### src/rtl/deframe_decrypt_substitute_unit_defines.svh
// Assertion macros for the deframe/decrypt/substitute unit.
// Standalone header; no other file is needed.
`ifndef DEFRAME_DECRYPT_SUBSTITUTE_UNIT_DEFINES_SVH
`define DEFRAME_DECRYPT_SUBSTITUTE_UNIT_DEFINES_SVH

// Concurrent check, disabled while reset is high.
`define DDSU_ASSERT_RST(name, clk, rst, prop, msg) \
   name: assert property (@(posedge clk) disable iff (rst) prop) else $error(msg);

// Concurrent check that also holds during reset.
`define DDSU_ASSERT_ALWAYS(name, clk, prop, msg) \
   name: assert property (@(posedge clk) prop) else $error(msg);

`endif

### src/rtl/ddsu_pkg.sv
// Shared constants for the deframe/decrypt/substitute unit: status codes,
// register offsets and the inverse substitution table. No dependencies.
`default_nettype none

package ddsu_pkg;

   localparam int unsigned BYTE_W    = 8;
   localparam int unsigned STATUS_W  = 2;
   localparam int unsigned OPCODE_W  = 16;
   localparam int unsigned MAXLEN_W  = 17;
   localparam int unsigned LENGTH_W  = 32;
   localparam int unsigned CSR_ADDR_W = 3;
   localparam int unsigned CSR_DATA_W = 32;

   typedef logic [BYTE_W-1:0]   byte_type;
   typedef logic [STATUS_W-1:0] status_type;

   localparam status_type STATUS_PAYLOAD    = 2'd0;
   localparam status_type STATUS_BAD_OPCODE = 2'd1;
   localparam status_type STATUS_OVERSIZE   = 2'd2;

   // register select is address bit 2 (word offsets 0 and 4)
   localparam logic REG_EXPECTED_OPCODE = 1'b0;
   localparam logic REG_MAX_LENGTH      = 1'b1;

   localparam logic [OPCODE_W-1:0] EXPECTED_OPCODE_RESET = 16'd100;
   localparam logic [MAXLEN_W-1:0] MAX_LENGTH_RESET      = 17'd8192;

   localparam byte_type INV_SUB [256] = '{
      8'd123, 8'd182, 8'd156, 8'd23,  8'd93,  8'd178, 8'd119, 8'd145,
      8'd8,   8'd99,  8'd167, 8'd168, 8'd9,   8'd33,  8'd89,  8'd40,
      8'd92,  8'd54,  8'd189, 8'd236, 8'd66,  8'd15,  8'd124, 8'd101,
      8'd79,  8'd155, 8'd133, 8'd128, 8'd47,  8'd231, 8'd62,  8'd183,
      8'd22,  8'd150, 8'd240, 8'd146, 8'd61,  8'd185, 8'd239, 8'd158,
      8'd121, 8'd136, 8'd224, 8'd199, 8'd234, 8'd122, 8'd149, 8'd187,
      8'd81,  8'd226, 8'd84,  8'd235, 8'd34,  8'd53,  8'd198, 8'd111,
      8'd175, 8'd212, 8'd132, 8'd107, 8'd46,  8'd86,  8'd112, 8'd102,
      8'd126, 8'd195, 8'd21,  8'd25,  8'd117, 8'd43,  8'd200, 8'd221,
      8'd72,  8'd95,  8'd50,  8'd114, 8'd0,   8'd157, 8'd90,  8'd58,
      8'd71,  8'd52,  8'd142, 8'd233, 8'd6,   8'd24,  8'd192, 8'd153,
      8'd60,  8'd32,  8'd203, 8'd229, 8'd5,   8'd59,  8'd174, 8'd78,
      8'd165, 8'd227, 8'd134, 8'd37,  8'd219, 8'd55,  8'd161, 8'd4,
      8'd206, 8'd7,   8'd18,  8'd148, 8'd208, 8'd35,  8'd65,  8'd197,
      8'd2,   8'd82,  8'd209, 8'd64,  8'd100, 8'd16,  8'd87,  8'd184,
      8'd3,   8'd94,  8'd11,  8'd36,  8'd230, 8'd74,  8'd173, 8'd127,
      8'd202, 8'd193, 8'd139, 8'd238, 8'd38,  8'd180, 8'd177, 8'd222,
      8'd241, 8'd41,  8'd228, 8'd77,  8'd88,  8'd63,  8'd211, 8'd237,
      8'd51,  8'd186, 8'd151, 8'd97,  8'd80,  8'd232, 8'd218, 8'd214,
      8'd143, 8'd179, 8'd109, 8'd125, 8'd159, 8'd171, 8'd210, 8'd118,
      8'd223, 8'd115, 8'd205, 8'd163, 8'd160, 8'd13,  8'd166, 8'd120,
      8'd98,  8'd67,  8'd216, 8'd31,  8'd144, 8'd68,  8'd76,  8'd75,
      8'd191, 8'd190, 8'd188, 8'd138, 8'd27,  8'd91,  8'd83,  8'd220,
      8'd73,  8'd152, 8'd207, 8'd96,  8'd201, 8'd176, 8'd48,  8'd243,
      8'd130, 8'd49,  8'd162, 8'd108, 8'd116, 8'd194, 8'd170, 8'd154,
      8'd110, 8'd135, 8'd215, 8'd225, 8'd244, 8'd147, 8'd12,  8'd57,
      8'd141, 8'd137, 8'd196, 8'd140, 8'd131, 8'd39,  8'd19,  8'd104,
      8'd103, 8'd17,  8'd213, 8'd70,  8'd113, 8'd242, 8'd14,  8'd85,
      8'd26,  8'd1,   8'd42,  8'd204, 8'd45,  8'd172, 8'd56,  8'd44,
      8'd106, 8'd29,  8'd217, 8'd169, 8'd30,  8'd129, 8'd10,  8'd20,
      8'd28,  8'd164, 8'd181, 8'd69,  8'd105, 8'd245, 8'd246, 8'd247,
      8'd248, 8'd249, 8'd250, 8'd251, 8'd252, 8'd253, 8'd254, 8'd255
   };

endpackage

`default_nettype wire

### src/rtl/ddsu_req_if.sv
// Request channel: one received stream byte per request.
// Depends on ddsu_pkg.
`default_nettype none

interface ddsu_req_if;
   logic               valid;
   logic               ready;
   ddsu_pkg::byte_type in_byte;

   modport source (output valid, output in_byte, input ready);
   modport sink   (input valid, input in_byte, output ready);
endinterface

`default_nettype wire

### src/rtl/ddsu_rsp_if.sv
// Result channel: decoded payload byte or drop status.
// Depends on ddsu_pkg.
`default_nettype none

interface ddsu_rsp_if;
   logic                 valid;
   logic                 ready;
   ddsu_pkg::byte_type   out_byte;
   logic                 last_byte;
   ddsu_pkg::status_type status;

   modport source (output valid, output out_byte, output last_byte, output status,
                   input ready);
   modport sink   (input valid, input out_byte, input last_byte, input status,
                   output ready);
endinterface

`default_nettype wire

### src/rtl/deframe_decrypt_substitute_unit.sv
// Receive deframer: header check, length check and inverse byte substitution.
// Depends on ddsu_pkg, ddsu_req_if, ddsu_rsp_if and the assertion macro header.
//
//   port        dir   handshake          payload
//   req_chan    in    valid/ready        in_byte
//   rsp_chan    out   valid/ready        out_byte, last_byte, status
//   csr_*       in    APB write/read     expected_opcode (0x0), max_length (0x4)
//
// One request per cycle unless stalled; a result appears in the cycle after its request.
// The frame state feeds a single result register.
// Requests stall only while the result register is full and not taken.
// Reset is synchronous; no clearing pass, the block is ready straight away.
`default_nettype none
`include "deframe_decrypt_substitute_unit_defines.svh"

module deframe_decrypt_substitute_unit (
   input  wire logic                                clock,
   input  wire logic                                reset,
   ddsu_req_if.sink                                 req_chan,
   ddsu_rsp_if.source                               rsp_chan,
   input  wire logic                                csr_psel,
   input  wire logic                                csr_penable,
   input  wire logic                                csr_pwrite,
   input  wire logic [ddsu_pkg::CSR_ADDR_W-1:0]     csr_paddr,
   input  wire logic [ddsu_pkg::CSR_DATA_W-1:0]     csr_pwdata,
   output      logic [ddsu_pkg::CSR_DATA_W-1:0]     csr_prdata,
   output      logic                                csr_pready
);

   typedef enum logic [1:0] {
      PH_OPCODE  = 2'd0,
      PH_LENGTH  = 2'd1,
      PH_PAYLOAD = 2'd2
   } phase_type;

   phase_type                              phase_ff, phase_in;
   logic [1:0]                             cnt_ff, cnt_in;
   logic [23:0]                            hdr_ff, hdr_in;
   logic [ddsu_pkg::LENGTH_W-1:0]          left_ff, left_in;
   logic                                   drop_ff, drop_in;
   logic [ddsu_pkg::OPCODE_W-1:0]          opcode_ff, opcode_in;
   logic [ddsu_pkg::MAXLEN_W-1:0]          maxlen_ff, maxlen_in;
   logic                                   rsp_valid_ff, rsp_valid_in;
   ddsu_pkg::byte_type                     rsp_byte_ff, rsp_byte_in;
   logic                                   rsp_last_ff, rsp_last_in;
   ddsu_pkg::status_type                   rsp_status_ff, rsp_status_in;

   logic                                   req_fire;
   logic                                   csr_write;
   logic                                   load;
   ddsu_pkg::byte_type                     b;
   logic [ddsu_pkg::LENGTH_W-1:0]          len;
   logic [ddsu_pkg::OPCODE_W-1:0]          op;

   assign b          = req_chan.in_byte;
   assign req_chan.ready = !rsp_valid_ff || rsp_chan.ready;
   assign req_fire   = req_chan.valid && req_chan.ready;
   assign csr_pready = 1'b1;
   assign csr_write  = csr_psel && csr_penable && csr_pwrite && csr_pready;
   assign len        = {b, hdr_ff};
   assign op         = {b, hdr_ff[7:0]};

   assign rsp_chan.valid     = rsp_valid_ff;
   assign rsp_chan.out_byte  = rsp_byte_ff;
   assign rsp_chan.last_byte = rsp_last_ff;
   assign rsp_chan.status    = rsp_status_ff;

   always_comb begin
      csr_prdata = '0;
      if (csr_paddr[2] == ddsu_pkg::REG_MAX_LENGTH) begin
         csr_prdata[ddsu_pkg::MAXLEN_W-1:0] = maxlen_ff;
      end else begin
         csr_prdata[ddsu_pkg::OPCODE_W-1:0] = opcode_ff;
      end
   end

   always_comb begin
      opcode_in = opcode_ff;
      maxlen_in = maxlen_ff;
      if (csr_write) begin
         if (csr_paddr[2] == ddsu_pkg::REG_MAX_LENGTH) begin
            maxlen_in = csr_pwdata[ddsu_pkg::MAXLEN_W-1:0];
         end else begin
            opcode_in = csr_pwdata[ddsu_pkg::OPCODE_W-1:0];
         end
      end
   end

   always_comb begin
      phase_in      = phase_ff;
      cnt_in        = cnt_ff;
      hdr_in        = hdr_ff;
      left_in       = left_ff;
      drop_in       = drop_ff;
      load          = 1'b0;
      rsp_byte_in   = '0;
      rsp_last_in   = 1'b0;
      rsp_status_in = ddsu_pkg::STATUS_PAYLOAD;
      if (req_fire) begin
         case (phase_ff)
            PH_PAYLOAD: begin
               left_in = left_ff - 1'b1;
               if (left_ff == 32'd1) begin
                  phase_in = PH_OPCODE;
                  drop_in  = 1'b0;
               end
               if (!drop_ff) begin
                  load        = 1'b1;
                  rsp_byte_in = ddsu_pkg::INV_SUB[b];
                  rsp_last_in = (left_ff == 32'd1);
               end
            end
            PH_LENGTH: begin
               if (cnt_ff == 2'd3) begin
                  cnt_in = '0;
                  hdr_in = '0;
                  if (len == '0) begin
                     phase_in = PH_OPCODE;
                  end else begin
                     phase_in = PH_PAYLOAD;
                     left_in  = len;
                     if (len >= {15'd0, maxlen_ff}) begin
                        drop_in       = 1'b1;
                        load          = 1'b1;
                        rsp_status_in = ddsu_pkg::STATUS_OVERSIZE;
                     end else begin
                        drop_in = 1'b0;
                     end
                  end
               end else begin
                  cnt_in = cnt_ff + 1'b1;
                  hdr_in = hdr_ff | ({16'd0, b} << {cnt_ff, 3'b000});
               end
            end
            default: begin
               phase_in = PH_OPCODE;
               if (cnt_ff[0]) begin
                  cnt_in = '0;
                  hdr_in = '0;
                  if (op != opcode_ff) begin
                     load          = 1'b1;
                     rsp_status_in = ddsu_pkg::STATUS_BAD_OPCODE;
                  end else begin
                     phase_in = PH_LENGTH;
                  end
               end else begin
                  cnt_in = 2'd1;
                  hdr_in = {16'd0, b};
               end
            end
         endcase
      end
      rsp_valid_in = load || (rsp_valid_ff && !rsp_chan.ready);
   end

   always_ff @(posedge clock) begin
      if (reset) begin
         phase_ff     <= PH_OPCODE;
         cnt_ff       <= '0;
         hdr_ff       <= '0;
         left_ff      <= '0;
         drop_ff      <= 1'b0;
         opcode_ff    <= ddsu_pkg::EXPECTED_OPCODE_RESET;
         maxlen_ff    <= ddsu_pkg::MAX_LENGTH_RESET;
         rsp_valid_ff <= 1'b0;
      end else begin
         phase_ff     <= phase_in;
         cnt_ff       <= cnt_in;
         hdr_ff       <= hdr_in;
         left_ff      <= left_in;
         drop_ff      <= drop_in;
         opcode_ff    <= opcode_in;
         maxlen_ff    <= maxlen_in;
         rsp_valid_ff <= rsp_valid_in;
      end
      if (load) begin
         rsp_byte_ff   <= rsp_byte_in;
         rsp_last_ff   <= rsp_last_in;
         rsp_status_ff <= rsp_status_in;
      end
   end

   `DDSU_ASSERT_RST(a_status_clean, clock, reset, (rsp_valid_ff && rsp_status_ff != ddsu_pkg::STATUS_PAYLOAD) |-> (rsp_byte_ff == '0 && !rsp_last_ff), "status result carries payload bits")
   `DDSU_ASSERT_RST(a_payload_nonzero, clock, reset, (phase_ff == PH_PAYLOAD) |-> (left_ff != '0), "payload phase with no bytes left")
   `DDSU_ASSERT_RST(a_frame_end, clock, reset, (req_fire && phase_ff == PH_PAYLOAD && left_ff == 32'd1) |=> (phase_ff == PH_OPCODE && !drop_ff), "frame end did not return to opcode hunt")
   `DDSU_ASSERT_ALWAYS(a_no_overrun, clock, !(req_fire && rsp_valid_ff && !rsp_chan.ready), "request taken while result register blocked")

endmodule

`default_nettype wire

### src/flat_wrapper.sv
// flat-port wrapper written by rule: the top's interface ports become plain ports
module deframe_decrypt_substitute_unit_flat 
  (clock, reset, csr_psel, csr_penable, csr_pwrite, csr_paddr, csr_pwdata, csr_prdata, csr_pready, req_chan_valid, req_chan_in_byte, req_chan_ready, rsp_chan_valid, rsp_chan_out_byte, rsp_chan_last_byte, rsp_chan_status, rsp_chan_ready);
  ddsu_req_if req_chan_i ();
  ddsu_rsp_if rsp_chan_i ();
  input  wire logic clock;
  input  wire logic reset;
  input  wire logic csr_psel;
  input  wire logic csr_penable;
  input  wire logic csr_pwrite;
  input  wire logic [ddsu_pkg::CSR_ADDR_W-1:0] csr_paddr;
  input  wire logic [ddsu_pkg::CSR_DATA_W-1:0] csr_pwdata;
  output      logic [ddsu_pkg::CSR_DATA_W-1:0] csr_prdata;
  output      logic csr_pready;
  input wire logic [$bits(req_chan_i.valid)-1:0] req_chan_valid;
  input wire logic [$bits(req_chan_i.in_byte)-1:0] req_chan_in_byte;
  output wire logic [$bits(req_chan_i.ready)-1:0] req_chan_ready;
  output wire logic [$bits(rsp_chan_i.valid)-1:0] rsp_chan_valid;
  output wire logic [$bits(rsp_chan_i.out_byte)-1:0] rsp_chan_out_byte;
  output wire logic [$bits(rsp_chan_i.last_byte)-1:0] rsp_chan_last_byte;
  output wire logic [$bits(rsp_chan_i.status)-1:0] rsp_chan_status;
  input wire logic [$bits(rsp_chan_i.ready)-1:0] rsp_chan_ready;
  assign req_chan_i.valid = req_chan_valid;
  assign req_chan_i.in_byte = req_chan_in_byte;
  assign req_chan_ready = req_chan_i.ready;
  assign rsp_chan_valid = rsp_chan_i.valid;
  assign rsp_chan_out_byte = rsp_chan_i.out_byte;
  assign rsp_chan_last_byte = rsp_chan_i.last_byte;
  assign rsp_chan_status = rsp_chan_i.status;
  assign rsp_chan_i.ready = rsp_chan_ready;
  deframe_decrypt_substitute_unit u_core (.clock(clock), .reset(reset), .req_chan(req_chan_i), .rsp_chan(rsp_chan_i), .csr_psel(csr_psel), .csr_penable(csr_penable), .csr_pwrite(csr_pwrite), .csr_paddr(csr_paddr), .csr_pwdata(csr_pwdata), .csr_prdata(csr_prdata), .csr_pready(csr_pready));
endmodule
### config.mk
export PLATFORM = sky130hd
export DESIGN_NAME = deframe_decrypt_substitute_unit_flat
export DESIGN_NICKNAME = d
export VERILOG_FILES = /design/src/rtl/ddsu_pkg.sv /design/src/rtl/ddsu_req_if.sv /design/src/rtl/ddsu_rsp_if.sv /design/src/rtl/deframe_decrypt_substitute_unit.sv /design/src/flat_wrapper.sv
export VERILOG_INCLUDE_DIRS = /design/src /design/src/rtl
export SDC_FILE = /design/constraint.sdc
export NUM_CORES = 1
export LEC_CHECK = 0
export ABC_AREA = 1
export BUFFER_PORTS_ARGS = -buffer_cell sky130_fd_sc_hd__buf_2
export CORE_UTILIZATION = 45
export DETAILED_ROUTE_END_ITERATION = 16
export PLACE_DENSITY = 0.7
export SLEW_MARGIN = 20
export SYNTH_ARGS = -nofsm -noshare
export SYNTH_HDL_FRONTEND = slang
export SYNTH_SLANG_ARGS = --single-unit
### constraint.sdc
create_clock -name clock -period 2.43 [get_ports clock]
set_input_delay 0.486 -clock clock [delete_from_list [all_inputs] [get_ports clock]]
set_output_delay 0.486 -clock clock [all_outputs]
set_load 0.02 [all_outputs]
[Word level (Yosys, flattened, before mapping)]
Memories as Yosys holds them, arrays and structs flattened. A register that Yosys moved wholly into a read port is not among the register bits.
Cells that the tools add are included.
Widths: inputs -> output; s select.
Cells by class
  $add $sub $neg: 2
  magnitude comparators: 1
  equal/unequal tests: 8
  shifts and indexed selects: 1
  multiplexer cells: 35
  bitwise gates (word level): 5
  reductions and logical operators: 17
Operators with widths (number)
  $mux 32: 2
  $pmux 32 s2: 1
  $pmux 24 s2: 1
  $eq 32x1->1 const B: 1
  $ge 32x17->1: 1
  $logic_not 32->1: 1
  $sub 32x1->32 const B: 1
  $mux 24: 1
  $or 24x24->24: 1
  $shl 8x5->24: 1
  $mux 2: 9
  $mux 16: 1
  $ne 16x16->1: 1
  $mux 1: 14
  $pmux 2 s2: 3
  $not 8->9: 1
  $mux 8: 1
  $reduce_and 2->1: 3
  $reduce_and 5->1: 1
  $eq 2x2->1 const B: 2
  $logic_and 1x1->1: 4
  $ne 2x1->1 const B: 2
  $pmux 1 s2: 2
  $reduce_and 4->1: 1
  9 further kinds: 13
Word-level totals
  register bits: 98
  memory bits (read-only): 2048
  output and inout port bits: 46
  word-level logic and storage cells: 80
  memories: 1
Memory list
  (name not given): words 256, width 8, rd ports 1, clocked after memory_dff 1, wr ports 0, RTL line deframe_decrypt_substitute_unit.sv:109  | rsp_byte_in = ddsu_pkg::INV_SUB[b];

[Depth between registers and ports, before layout]
Gate-level depths: netlist of the first run.
  depth in word-level cells: 7
  mapped depth: 17
  depth with buffers taken out: 17

[Worst setup path after synthesis of the first run]
OpenSTA, ideal clock, no wires.
  path type: input -> register
  start point: input req_chan_in_byte[0]
  end point: register u_core.rsp_last_ff, in the netlist u_core.rsp_chan.last_byte, enable pin
  arrival: 2029 ps
  data required time: 2108 ps
  setup slack: 79 ps
  stages on the path: 12
  path buffers: 1
  path through: buf_2 -> inv_1 -> ha_1 -> nand2_2 -> nor2_4 -> nand2_2 -> nor2_4 -> nor2_1 -> nand2_1 -> nor2_1 -> nand2_1 -> nand2_1
Between the ends
  cells in the longest elaborated chain, start to end: 6
Ends and longest elaborated chain
  start, declared: RTL line flat_wrapper.sv:16  | input wire logic [$bits(req_chan_i.in_byte)-1:0] req_chan_in_byte;
  $ge 32x17->1: RTL line deframe_decrypt_substitute_unit.sv:122  | if (len >= {15'd0, maxlen_ff}) begin
  $mux 1: RTL line deframe_decrypt_substitute_unit.sv:122
  $mux 1: RTL line deframe_decrypt_substitute_unit.sv:117  | if (len == '0) begin
  $mux 1: RTL line deframe_decrypt_substitute_unit.sv:114  | if (cnt_ff == 2'd3) begin
  $pmux 1 s2 *: RTL line deframe_decrypt_substitute_unit.sv:100  | case (phase_ff)
  $mux 1 *: RTL line deframe_decrypt_substitute_unit.sv:99  | if (req_fire) begin
  via u_core.load: RTL line deframe_decrypt_substitute_unit.sv:50  | logic load;
  end signal, assigned: RTL line deframe_decrypt_substitute_unit.sv:178  | rsp_last_ff <= rsp_last_in;
  end, declared: RTL line deframe_decrypt_substitute_unit.sv:45  | logic rsp_last_ff, rsp_last_in;
The timed path passes the listed nets; every way through them passes the cells marked *.
A chain may end at the register's enable or synchronous reset.

[Final worst setup path of the first run]
  start point: input req_chan_in_byte[1]
  end point: register u_core.rsp_byte_ff[4], in the netlist u_core.rsp_chan.out_byte[4], data pin
Between the ends
  cells in the longest elaborated chain, start to end: 6
Ends and longest elaborated chain
  $ge 32x17->1: RTL line deframe_decrypt_substitute_unit.sv:122
  $mux 1: RTL line deframe_decrypt_substitute_unit.sv:122
  $mux 1: RTL line deframe_decrypt_substitute_unit.sv:117
  $mux 1: RTL line deframe_decrypt_substitute_unit.sv:114
  $pmux 1 s2: RTL line deframe_decrypt_substitute_unit.sv:100
  $mux 1: RTL line deframe_decrypt_substitute_unit.sv:99
  end, declared: RTL line deframe_decrypt_substitute_unit.sv:44  | ddsu_pkg::byte_type rsp_byte_ff, rsp_byte_in;
Parallel ways exist; a longest one is shown, timed or not.

==> results of run 1 <==
-- metal layers --
metal | vias to the layer above | track usage (%) | part of all wire, %
li1 | 5192 | - | -
met4 | 0 | 28.47 | 7.3
met1 | 5050 | 45.15 | 40
met3 | 136 | 4.307 | 5.6
met2 | 485 | 65.48 | 47
met5 | - | 0 | 0
-- worst paths after layout --
| check | cells after the start | start | endpoint |
|---|---|---|---|
| max | 13 | req_chan_in_byte[1] | u_core.rsp_chan.out_byte[4]$_SDFFCE_PP0P_ |
| min | 3 | csr_pwdata[6] | u_core.opcode_ff[6]$_SDFFE_PP1P_ |
| max reg2reg | 7 | u_core.cnt_ff[1]$_SDFFE_PP0P_ | u_core.left_ff[19]$_SDFFE_PP0P_ |
| min reg2reg | 2 | u_core.hdr_ff[22]$_SDFFE_PP0P_ | u_core.hdr_ff[22]$_SDFFE_PP0P_ |
-- cell usage in the layout, fill, tap and decap left out, drive strengths merged, types with 3 or more instances in the layout --
cell	count
or2	3
o21ai	138
xor2	15
buf	231
o211ai	33
dfxtp	95
conb	16
inv	138
nor3	10
o22ai	12
ha	42
a21oi	104
clkbuf	9
edfxtp	11
nand3	120
a211oi	5
a31oi	21
clkinv	5
nand4	18
nor2	238
xnor2	9
o2111ai	3
nand2	357
-- cell families (layout without fill, tap and decap cells) --
| kind of cell | Yosys count | in the layout | synth area share, % |
|---|---|---|---|
| AO/OA/AOI/OAI | 326 | 326 | 20.56 |
| buffers and inverters | 222 | 384 | 10.75 |
| flip-flops | 106 | 106 | 25.14 |
| XOR/XNOR | 24 | 24 | 2.368 |
| adder cells (fa/ha/maj) | 42 | 42 | 5.920 |
| other | 2 | 16 | 0.08460 |
| AND/OR/NAND/NOR | 750 | 750 | 35.17 |
-- cell type report --
| class | instances | area share [%] |
|---|---|---|
| Multi-Input combinational cell | 1158 | 53.11 |
| Sequential cell | 106 | 20.64 |
| Timing Repair Buffer | 231 | 15.64 |
| Inverter | 137 | 4.755 |
| Tap cell | 265 | 3.066 |
| Clock buffer | 9 | 2.083 |
| Clock inverter | 7 | 0.7058 |
-- power by group through the flow --
stage / Combinational [mW] / Sequential (mW) / Clock (mW)
after detailed placement: 2.14 / 1.95 / 0
final: 2.20 / 1.91 / 1.50
after global routing: 2.40 / 1.92 / 1.58
after CTS: 2.16 / 1.91 / 1.51
after global placement: 2.13 / 1.95 / 0
after floorplan: 1.37 / 1.94 / 0
-- registers in the layout, indices dropped and copies added (netlist names) --
name and flops:
u_core.cnt_ff 2, u_core.drop_ff 1, u_core.hdr_ff 24, u_core.left_ff 32, u_core.maxlen_ff 17, u_core.opcode_ff 16
u_core.phase_ff 2, u_core.rsp_chan.last_byte 1, u_core.rsp_chan.out_byte 8, u_core.rsp_chan.status 2, u_core.rsp_chan.valid 1
-- stage by stage --
step | hold WS, ps | worst slack, ps
2_1_floorplan | 449.9 | 79.49
3_3_place_gp | 464.5 | -185.1
3_5_place_dp | 469.8 | -185.2
4_1_cts | 344.2 | 177.9
5_1_grt | 361.4 | 66.82
6_report | 351.5 | 204.8
-- worst max-delay path, delay by kind of cell --
family	cells	cell delay (ps)
AOI/OAI and AO/OA	2	480
and+or+nand+nor	5	520
adders and majority gates	1	290
buffers and inverters	5	650
==> impl_metrics.csv, run 1 <==
group,metric,value,unit
worst_setup_path,worstPathArrival,2440,ps
detailed_routing,via_per_inst,5.679,
grt,grt_max_degree,45,
clock_network,cts_tree,"done",
yosys,yosysSeqAreaShare,25.14,%
worst_hold_path,hold_path_class,"in2reg",
yosys,synth_cells,1472,
placed_design,place.gp.congestion,1.056,
detailed_routing,wl,38680,um
clock_network,htreeDepth,3,
worst_setup_path,crit_fanout,5,
run,cap_viol_max_count,0,
floorplanning,die_height,142.5,um
worst_setup_path,startpoint_type,"primary input",
floorplanning,die_x,142.5,um
floorplanning,io_pins,96,
yosys,synth.largest_area_cell,"dfxtp_1",
worst_setup_path,cpMostUsedCell,"nor2_1",
clock_network,cts_max_path_buffers,2,
final_layout,multi_input_area,5743,um^2
floorplanning,start_util,45.76,%
yosys,synth-edff-count,11,
placed_design,dp_cells,1897,
power,irDropWorstVdd,0.0002873,V
detailed_routing,drtAntennaViolNets,0,
final_layout,fillCellCount,2064,
timing,min_period,2225,ps
grt,grt_pass1_vias,10249,
power,p_leak,5.239,nW
floorplanning,die-area,20290,um^2
power,intPower,3.348,mW
timing,hold_viol,0,
placed_design,place.port_buffers,62,
clock_network,hold_buffers,0,
timing,tightest_slew,807.9,ps
detailed_routing,first_pass_iters,6,
clock_network,path_clk_slew,80,ps
clock_network,clk_latency,360,ps
power,p_sw_share,40.30,%
worst_setup_path,max_stage_delay,290,ps
timing,post-route-period-util,91.57,%
timing,rsz0062_at_grt,"false",
final_layout,area_growth,21.82,%
detailed_routing,wl_per_cell,20.22,um
yosys,yosysTopAreaCellShare,21.42,%
placed_design,placedInstanceArea,10510,um^2
clock_network,cts-resized-gates,0,
timing,fin_setup_tns,0,ps
yosys,syn-cell-area,8877,um^2
power,power_switching,2.260,mW
clock_network,numCtsBuffers,9,
yosys,synthTopCellsByCount,"353 x nand2_1, 228 x nor2_1, 133 x inv_1, 133 x o21ai_0, 120 x nand3_1",
clock_network,ctsRootBufferMaster,"clkbuf_16",
final_layout,nets,1735,
power,power,5.608,mW
final_layout,seq_area,2232,um^2
worst_setup_path,crit_type,"in2reg",
power,combPwrFrac,39.2,%
yosys,yosysUniqueCellTypes,47,
power,power_frac_seq,34.1,%
clock_network,post_cts_buffers,0,
detailed_routing,vias,10863,
grt,grtUsageTotal,38.66,%
yosys,async_reset_ff_share,0,%
yosys,yosysMostFrequentCell,"nand2_1",
clock_network,cts_sinks,106,
detailed_routing,drtIter0Drc,988,
timing,slew_headroom,45.90,%
power,p_per_area,518.6,nW/um^2
placed_design,dpl.hpwl,30240,um
worst_setup_path,crit_required,2650,ps
floorplanning,rows,51,
final_layout,layout-drive-gt1-share,16.44,%
floorplanning,core_area,19400,um^2
detailed_routing,drc,0,
power,share_clk_of_total_power,26.7,%
yosys,synth.area.top_cells,"dfxtp_1 21%, nand2_1 15%, nor2_1 9.6%, o21ai_0 7.5%, nand3_1 6.8%",
final_layout,fin_cells,1913,
yosys,synth_ff_type,"dfxtp_1",
timing,finalSetupViolCount,0,
final_layout,diodes,0,
grt,overflow,0,
yosys,synth-seq-cells,106,
grt,grt_pass1_wl,58680,um
final_layout,design_area,10810,um^2
grt,antenna_found_initial,0,
worst_setup_path,slowest_stage,"ha_1",
run_status,status,"finished, final reports clean",
worst_setup_path,r2r_slack,300,ps
worst_setup_path,end_kind,"flop",
timing,finalMaxSlewViolations,0,
timing,skew,11.97,ps
yosys,syn_avg_cell_area,6.031,um^2
final_layout,fin_util,55.75,%
yosys,ys_warn_count,0,
worst_setup_path,crit_chain,"buf_2 > inv_1 > buf_4 > ha_1 > inv_1 > nor2_1 > nor2_1 > a31oi_1 > o311ai_0 > buf_4 > nand3_1 > nor2_1 > nor2_1",
timing,max_freq,449.4,MHz
No activity file was read; power rests on OpenSTA's default activity.
==> run 2, diff against run 1 <==
RECOVER_POWER = 100   (was not set)
==> run 2 against run 1 <==
- largest power group unchanged
- highest routed layer unchanged
- clock power hardly changed
- power fell by 0.29%
- cell area fell by 0.75%
- utilization shrank 0.42 points
- final cell count is the same
- via count about the same
- critical path depth up 1
- sequential power barely moved
- non-clock buffer count did not move
- flip-flop and latch count is the same
- worst hold slack lost 1.1 ps
==> impl_metrics.csv, run 2 (synthesized netlist as in run 1, its figures left out) <==
group,metric,value,unit
floorplanning,io_pins,96,
timing,slew_headroom,27.70,%
timing,tightest_slew,1085,ps
detailed_routing,via_per_inst,5.674,
power,p_per_area,521.0,nW/um^2
grt,overflow,0,
timing,post-route-period-util,95.57,%
floorplanning,start_util,45.76,%
grt,grt_pass1_vias,10249,
clock_network,cts_max_path_buffers,2,
grt,grt_max_degree,45,
detailed_routing,drtAntennaViolNets,0,
clock_network,clk_latency,360,ps
worst_hold_path,hold_path_class,"in2reg",
worst_setup_path,crit_required,2660,ps
worst_setup_path,r2r_slack,230,ps
floorplanning,die_height,142.5,um
final_layout,layout-drive-gt1-share,14.38,%
final_layout,largest_reg_flops,32,
timing,hold_viol,0,
final_layout,reg.largest.list,"u_core.left_ff (32), u_core.hdr_ff (24), u_core.maxlen_ff (17)",
timing,fin_setup_tns,0,ps
detailed_routing,wl_per_cell,20.21,um
final_layout,final_common_cell,"nand2_1",
worst_setup_path,slowest_stage,"clkbuf_4",
floorplanning,die_x,142.5,um
grt,grt_pass1_wl,58680,um
final_layout,fillCellCount,2087,
power,power_switching,2.258,mW
clock_network,cts_sinks,106,
worst_setup_path,crit_fanout,19,
timing,finalSetupViolCount,0,
floorplanning,die-area,20290,um^2
clock_network,numCtsBuffers,9,
final_layout,mostFrequentLayoutCells,"354 x nand2_1, 228 x nor2_1, 154 x buf_4",
final_layout,design_area,10730,um^2
placed_design,dpl.hpwl,30240,um
clock_network,cts_tree,"done",
timing,rsz0062_at_grt,"false",
grt,grtUsageTotal,38.66,%
worst_setup_path,end_kind,"flop",
worst_setup_path,crit_family,"simple AND/OR/NAND/NOR gates",
worst_setup_path,cpMostUsedCell,"nor2_4",
detailed_routing,first_pass_iters,7,
worst_setup_path,worstPathArrival,2560,ps
placed_design,placedInstanceArea,10510,um^2
detailed_routing,vias,10855,
grt,antenna_found_initial,0,
placed_design,place.port_buffers,62,
detailed_routing,drtIter0Drc,1100,
detailed_routing,drc,0,
detailed_routing,wl,38660,um
final_layout,fin_cells,1913,
clock_network,htreeDepth,3,
run_status,status,"finished, final reports clean",
placed_design,dp_cells,1897,
clock_network,hold_buffers,0,
final_layout,nets,1735,
power,share_clk_of_total_power,26.8,%
power,irDropWorstVdd,0.0002824,V
power,power,5.592,mW
worst_setup_path,max_stage_delay,280,ps
clock_network,path_clk_slew,80,ps
power,power_frac_seq,34.2,%
worst_setup_path,crit_chain,"clkbuf_2 > buf_4 > buf_4 > nor2_4 > nand2_1 > nor2_4 > nand2_2 > nor2_4 > nand2_4 > nand3b_4 > clkbuf_4 > nor2_1 > o21ai_0 > a21oi_1",
run,cap_viol_max_count,0,
timing,finalMaxSlewViolations,0,
final_layout,area_growth,20.90,%
power,p_leak,5.111,nW
timing,min_period,2322,ps
timing,skew,11.28,ps
clock_network,ctsRootBufferMaster,"clkbuf_16",
worst_setup_path,startpoint_type,"primary input",
power,intPower,3.334,mW
timing,whs,350.4,ps
floorplanning,rows,51,
final_layout,top_register,"u_core.left_ff",
worst_setup_path,crit_type,"in2reg",
final_layout,diodes,0,
floorplanning,core_area,19400,um^2
power,combPwrFrac,39.0,%
timing,max_freq,430.6,MHz
placed_design,place.gp.congestion,1.056,
worst_setup_path,cp.buffers_inverters,4,
power,p_sw_share,40.38,%
[run 2: changes by cell type in the layout (fill, tap and decap cells not counted)]
cell	before	now
o21ai_1	6	5
clkbuf_4	0	3
buf_2	62	31
clkbuf_2	0	3
a21boi_1	1	0
buf_12	9	7
buf_4	160	154
o21ai_0	132	133
nand2_1	353	354
clkbuf_1	0	33
nand2_2	3	2
a21boi_0	0	1
[run 2: final cells by class]
class | count | area (um^2) | area share (%)
Multi-Input combinational cell | 1158 | 5741 | 53.49
Sequential cell | 106 | 2232 | 20.80
Timing Repair Buffer | 231 | 1613 | 15.03
Inverter | 137 | 514.2 | 4.791
Tap cell | 265 | 331.6 | 3.089
Clock buffer | 9 | 225.2 | 2.098
Clock inverter | 7 | 76.32 | 0.7111
[run 2: metrics by stage]
step	utilization, %	worst slack [ps]
2_1_floorplan	-	79.49
3_3_place_gp	54.19	-185.1
3_5_place_dp	54.19	-185.2
4_1_cts	55.75	177.9
5_1_grt	55.33	45.06
6_report	55.33	107.6
[run 2: what timing repair did]
item,CTS,global route
resized for setup,0,1
buffers inserted,0,0
setup endpoints to repair,0,2
[run 2: power groups by stage]
stage          clock [mW]  combinational, mW  sequential, mW
3_3_place_gp            0               2.13            1.95
4_1_cts              1.51               2.16            1.91
5_1_grt              1.58               2.38            1.92
2_1_floorplan           0               1.37            1.94
3_5_place_dp            0               2.14            1.95
6_report             1.50               2.18            1.91
[run 2: path summary, 6_finish.rpt]
kind	from	depth (start not counted)	end
setup reg to reg	u_core.phase_ff[0]$_SDFFE_PP0P_	7	u_core.hdr_ff[5]$_SDFFE_PP0P_
setup / recovery	req_chan_in_byte[2]	14	u_core.left_ff[12]$_SDFFE_PP0P_
hold / removal	csr_pwdata[6]	3	u_core.opcode_ff[6]$_SDFFE_PP1P_
hold reg to reg	u_core.hdr_ff[22]$_SDFFE_PP0P_	2	u_core.hdr_ff[22]$_SDFFE_PP0P_
[run 2: routing by layer]
metal | part of all wire [%] | up-vias | wire length (um) | GRT usage (%)
met5 | 0 | - | 0 | 0
met4 | 7.4 | 0 | 2879 | 28.47
met3 | 5.4 | 138 | 2095 | 4.307
met2 | 47 | 468 | 18320 | 65.48
met1 | 40 | 5055 | 15370 | 45.15
li1 | - | 5194 | - | -
[run 2: worst register-to-register path, stage by stage, from the launching register on]
cell,delay [ps]
dfxtp_1,340
inv_1,70
ha_1,250
nor2_4,130
inv_1,110
o21ai_1,130
clkbuf_1,810
o22ai_1,200
==> run 3, diff against run 2 <==
PLACE_DENSITY = 0.66   (was 0.7)
==> run 3 against run 2 <==
- global-route usage up 0.65 points
- worst hold slack worse by 10 ps
- clock power grew 6%
- routed wire length increased by 0.88%
- sequential power is essentially flat
- register-to-register slack barely moved
- clock skew up 3.8 ps
- via count barely moved
- count of clock-buffer cells in the layout is 1 higher
- power increased by 1.9%
- utilization is 0.22 points higher
- largest cell class unchanged
- largest power group unchanged
- highest routed layer unchanged
==> impl_metrics.csv, run 3 (synthesized netlist as in run 1, its figures left out) <==
group,metric,value,unit
run_status,status,"finished, final reports clean",
grt,antenna_found_initial,0,
timing,tightest_slew,741.7,ps
final_layout,largest_reg_flops,32,
power,intPower,3.432,mW
worst_setup_path,cp.buffers_inverters,4,
clock_network,htreeDepth,3,
power,power_frac_seq,33.6,%
grt,grt_max_degree,45,
detailed_routing,wl,39000,um
timing,slew_headroom,50.34,%
clock_network,clk_latency,360,ps
worst_setup_path,r2r_slack,230,ps
worst_setup_path,crit_cells,14,
timing,finalSetupViolCount,0,
clock_network,cts_sinks,106,
final_layout,diodes,0,
floorplanning,die_x,142.5,um
timing,rsz0062_at_grt,"false",
worst_setup_path,reg2reg_depth,13,
run,cap_viol_max_count,0,
clock_network,path_clk_slew,80,ps
worst_setup_path,reg2reg_to,"u_core.rsp_chan.status[0]$_SDFFCE_PN0P_",
floorplanning,rows,51,
final_layout,mostFrequentLayoutCells,"354 x nand2_1, 230 x nor2_1, 154 x buf_4",
power,p_sw_share,39.77,%
power,power_switching,2.266,mW
worst_setup_path,slowest_stage,"clkbuf_4",
worst_setup_path,crit_chain,"buf_2 > inv_1 > buf_4 > ha_1 > nand2_2 > nor2_4 > nand2_2 > nor2_4 > nand2_4 > nand3b_4 > clkbuf_4 > nor2_1 > o21ai_0 > a21oi_1",
floorplanning,start_util,45.76,%
clock_network,hold_buffers,0,
clock_network,cts_tree,"done",
placed_design,dpl.hpwl,30490,um
grt,grt_pass1_vias,10395,
final_layout,reg.largest.list,"u_core.left_ff (32), u_core.hdr_ff (24), u_core.maxlen_ff (17)",
worst_setup_path,r2r-start,"u_core.maxlen_ff[7]$_SDFFE_PP0P_",
worst_setup_path,max_stage_delay,340,ps
timing,finalMaxSlewViolations,0,
worst_setup_path,crit_required,2670,ps
detailed_routing,drtIter0Drc,1085,
power,combPwrFrac,38.6,%
floorplanning,die-area,20290,um^2
worst_hold_path,hp-start,"csr_pwdata[5]",
timing,max_freq,444.1,MHz
power,irDropWorstVdd,0.0002946,V
final_layout,fin_util,55.55,%
final_layout,area_growth,21.38,%
grt,grtUsageTotal,39.31,%
grt,grt_pass1_wl,59480,um
timing,hold_viol,0,
worst_setup_path,crit_start,"req_chan_in_byte[0]",
timing,fin_setup_tns,0,ps
worst_setup_path,worstPathArrival,2490,ps
clock_network,cts_max_path_buffers,2,
worst_setup_path,endpoint,"u_core.left_ff[9]$_SDFFE_PP0P_",
clock_network,post_cts_buffers,0,
final_layout,final_common_cell,"nand2_1",
power,p_leak,5.133,nW
placed_design,place.gp.congestion,1.019,
placed_design,dp_worst_setup_slack,-146.9,ps
floorplanning,core_area,19400,um^2
clock_network,ctsRootBufferMaster,"clkbuf_16",
timing,layout_setup_ws,178.0,ps
final_layout,top_register,"u_core.left_ff",
clock_network,numCtsBuffers,9,
detailed_routing,drtAntennaViolNets,0,
floorplanning,die_height,142.5,um
floorplanning,io_pins,96,
detailed_routing,drc,0,
timing,post-route-period-util,92.67,%
timing,whs,340.4,ps
detailed_routing,first_pass_iters,5,
worst_setup_path,crit_type,"in2reg",
final_layout,fin_cells,1919,
worst_setup_path,startpoint_type,"primary input",
placed_design,place.port_buffers,62,
worst_setup_path,crit_fanout,25,
timing,skew,15.05,ps
detailed_routing,via_per_inst,5.660,
power,p_per_area,528.8,nW/um^2
detailed_routing,wl_per_cell,20.32,um
detailed_routing,vias,10862,
grt,overflow,0,
final_layout,nets,1741,
worst_setup_path,crit_family,"simple AND/OR/NAND/NOR gates",
clock_network,cts-resized-gates,0,
placed_design,dp_cells,1903,
final_layout,layout-drive-gt1-share,14.33,%
power,share_clk_of_total_power,27.8,%
worst_setup_path,end_kind,"flop",
timing,min_period,2252,ps
worst_hold_path,hold_path_class,"in2reg",
==> run 3: cell types whose count changed in the layout (fill, tap and decap cells not counted), sizes merged <==
| cell | previous run | this run |
|---|---|---|
| clkinvlp | 1 | 0 |
| buf | 192 | 194 |
| bufinv | 0 | 1 |
| inv | 138 | 139 |
| clkbuf | 48 | 53 |
| clkinv | 5 | 3 |
==> run 3: power by group through the flow <==
stage                     registers [mW]  clock network (mW)  logic, mW
after floorplan                     1.94                   0       1.37
after global placement              1.95                   0       2.16
after detailed placement            1.95                   0       2.17
after CTS                           1.91                1.59       2.18
after global routing                1.92                1.65       2.41
final                               1.91                1.59       2.20
==> run 3: how the worst min path moves through the flow <==
stage          slack (ps)                                 to  cells after the start
2_1_floorplan         450  u_core.maxlen_ff[14]$_SDFFE_PP0P_                      2
3_3_place_gp          460     u_core.hdr_ff[20]$_SDFFE_PP0P_                      2
3_5_place_dp          470     u_core.hdr_ff[22]$_SDFFE_PP0P_                      2
4_1_cts               340   u_core.opcode_ff[2]$_SDFFE_PP1P_                      3
5_1_grt               360   u_core.opcode_ff[2]$_SDFFE_PP1P_                      3
6_report              340   u_core.opcode_ff[5]$_SDFFE_PP1P_                      3
==> run 3: layout make-up <==
type	instances	area, um^2
Fill cell	2082	8623
Multi-Input combinational cell	1158	5731
Sequential cell	106	2232
Timing Repair Buffer	237	1654
Inverter	137	514.2
Tap cell	265	331.6
Clock buffer	10	229.0
Clock inverter	6	83.83
==> run 3: per-stage QoR <==
stage | area [um^2] | power (mW)
floorplan | 8930 | 3.307
global placement | 10570 | 4.106
detailed placement | 10570 | 4.120
CTS | 10880 | 5.680
global route | 10780 | 5.981
finish | 10780 | 5.698
==> run 3: routing by layer <==
metal	part of all wire (%)	GRT usage [%]	routed length (um)
met4	7.2	27.28	2797
met1	40	47.46	15590
met2	46	65.20	18110
met5	0	0	0
met3	6.4	4.711	2501
==> run 3: worst register-to-register path, delay by kind of cell (launching register included) <==
family	cells	cell delay, ps
simple gates	10	910
fa+ha+maj	1	300
flops	1	310
buf+inv	2	340
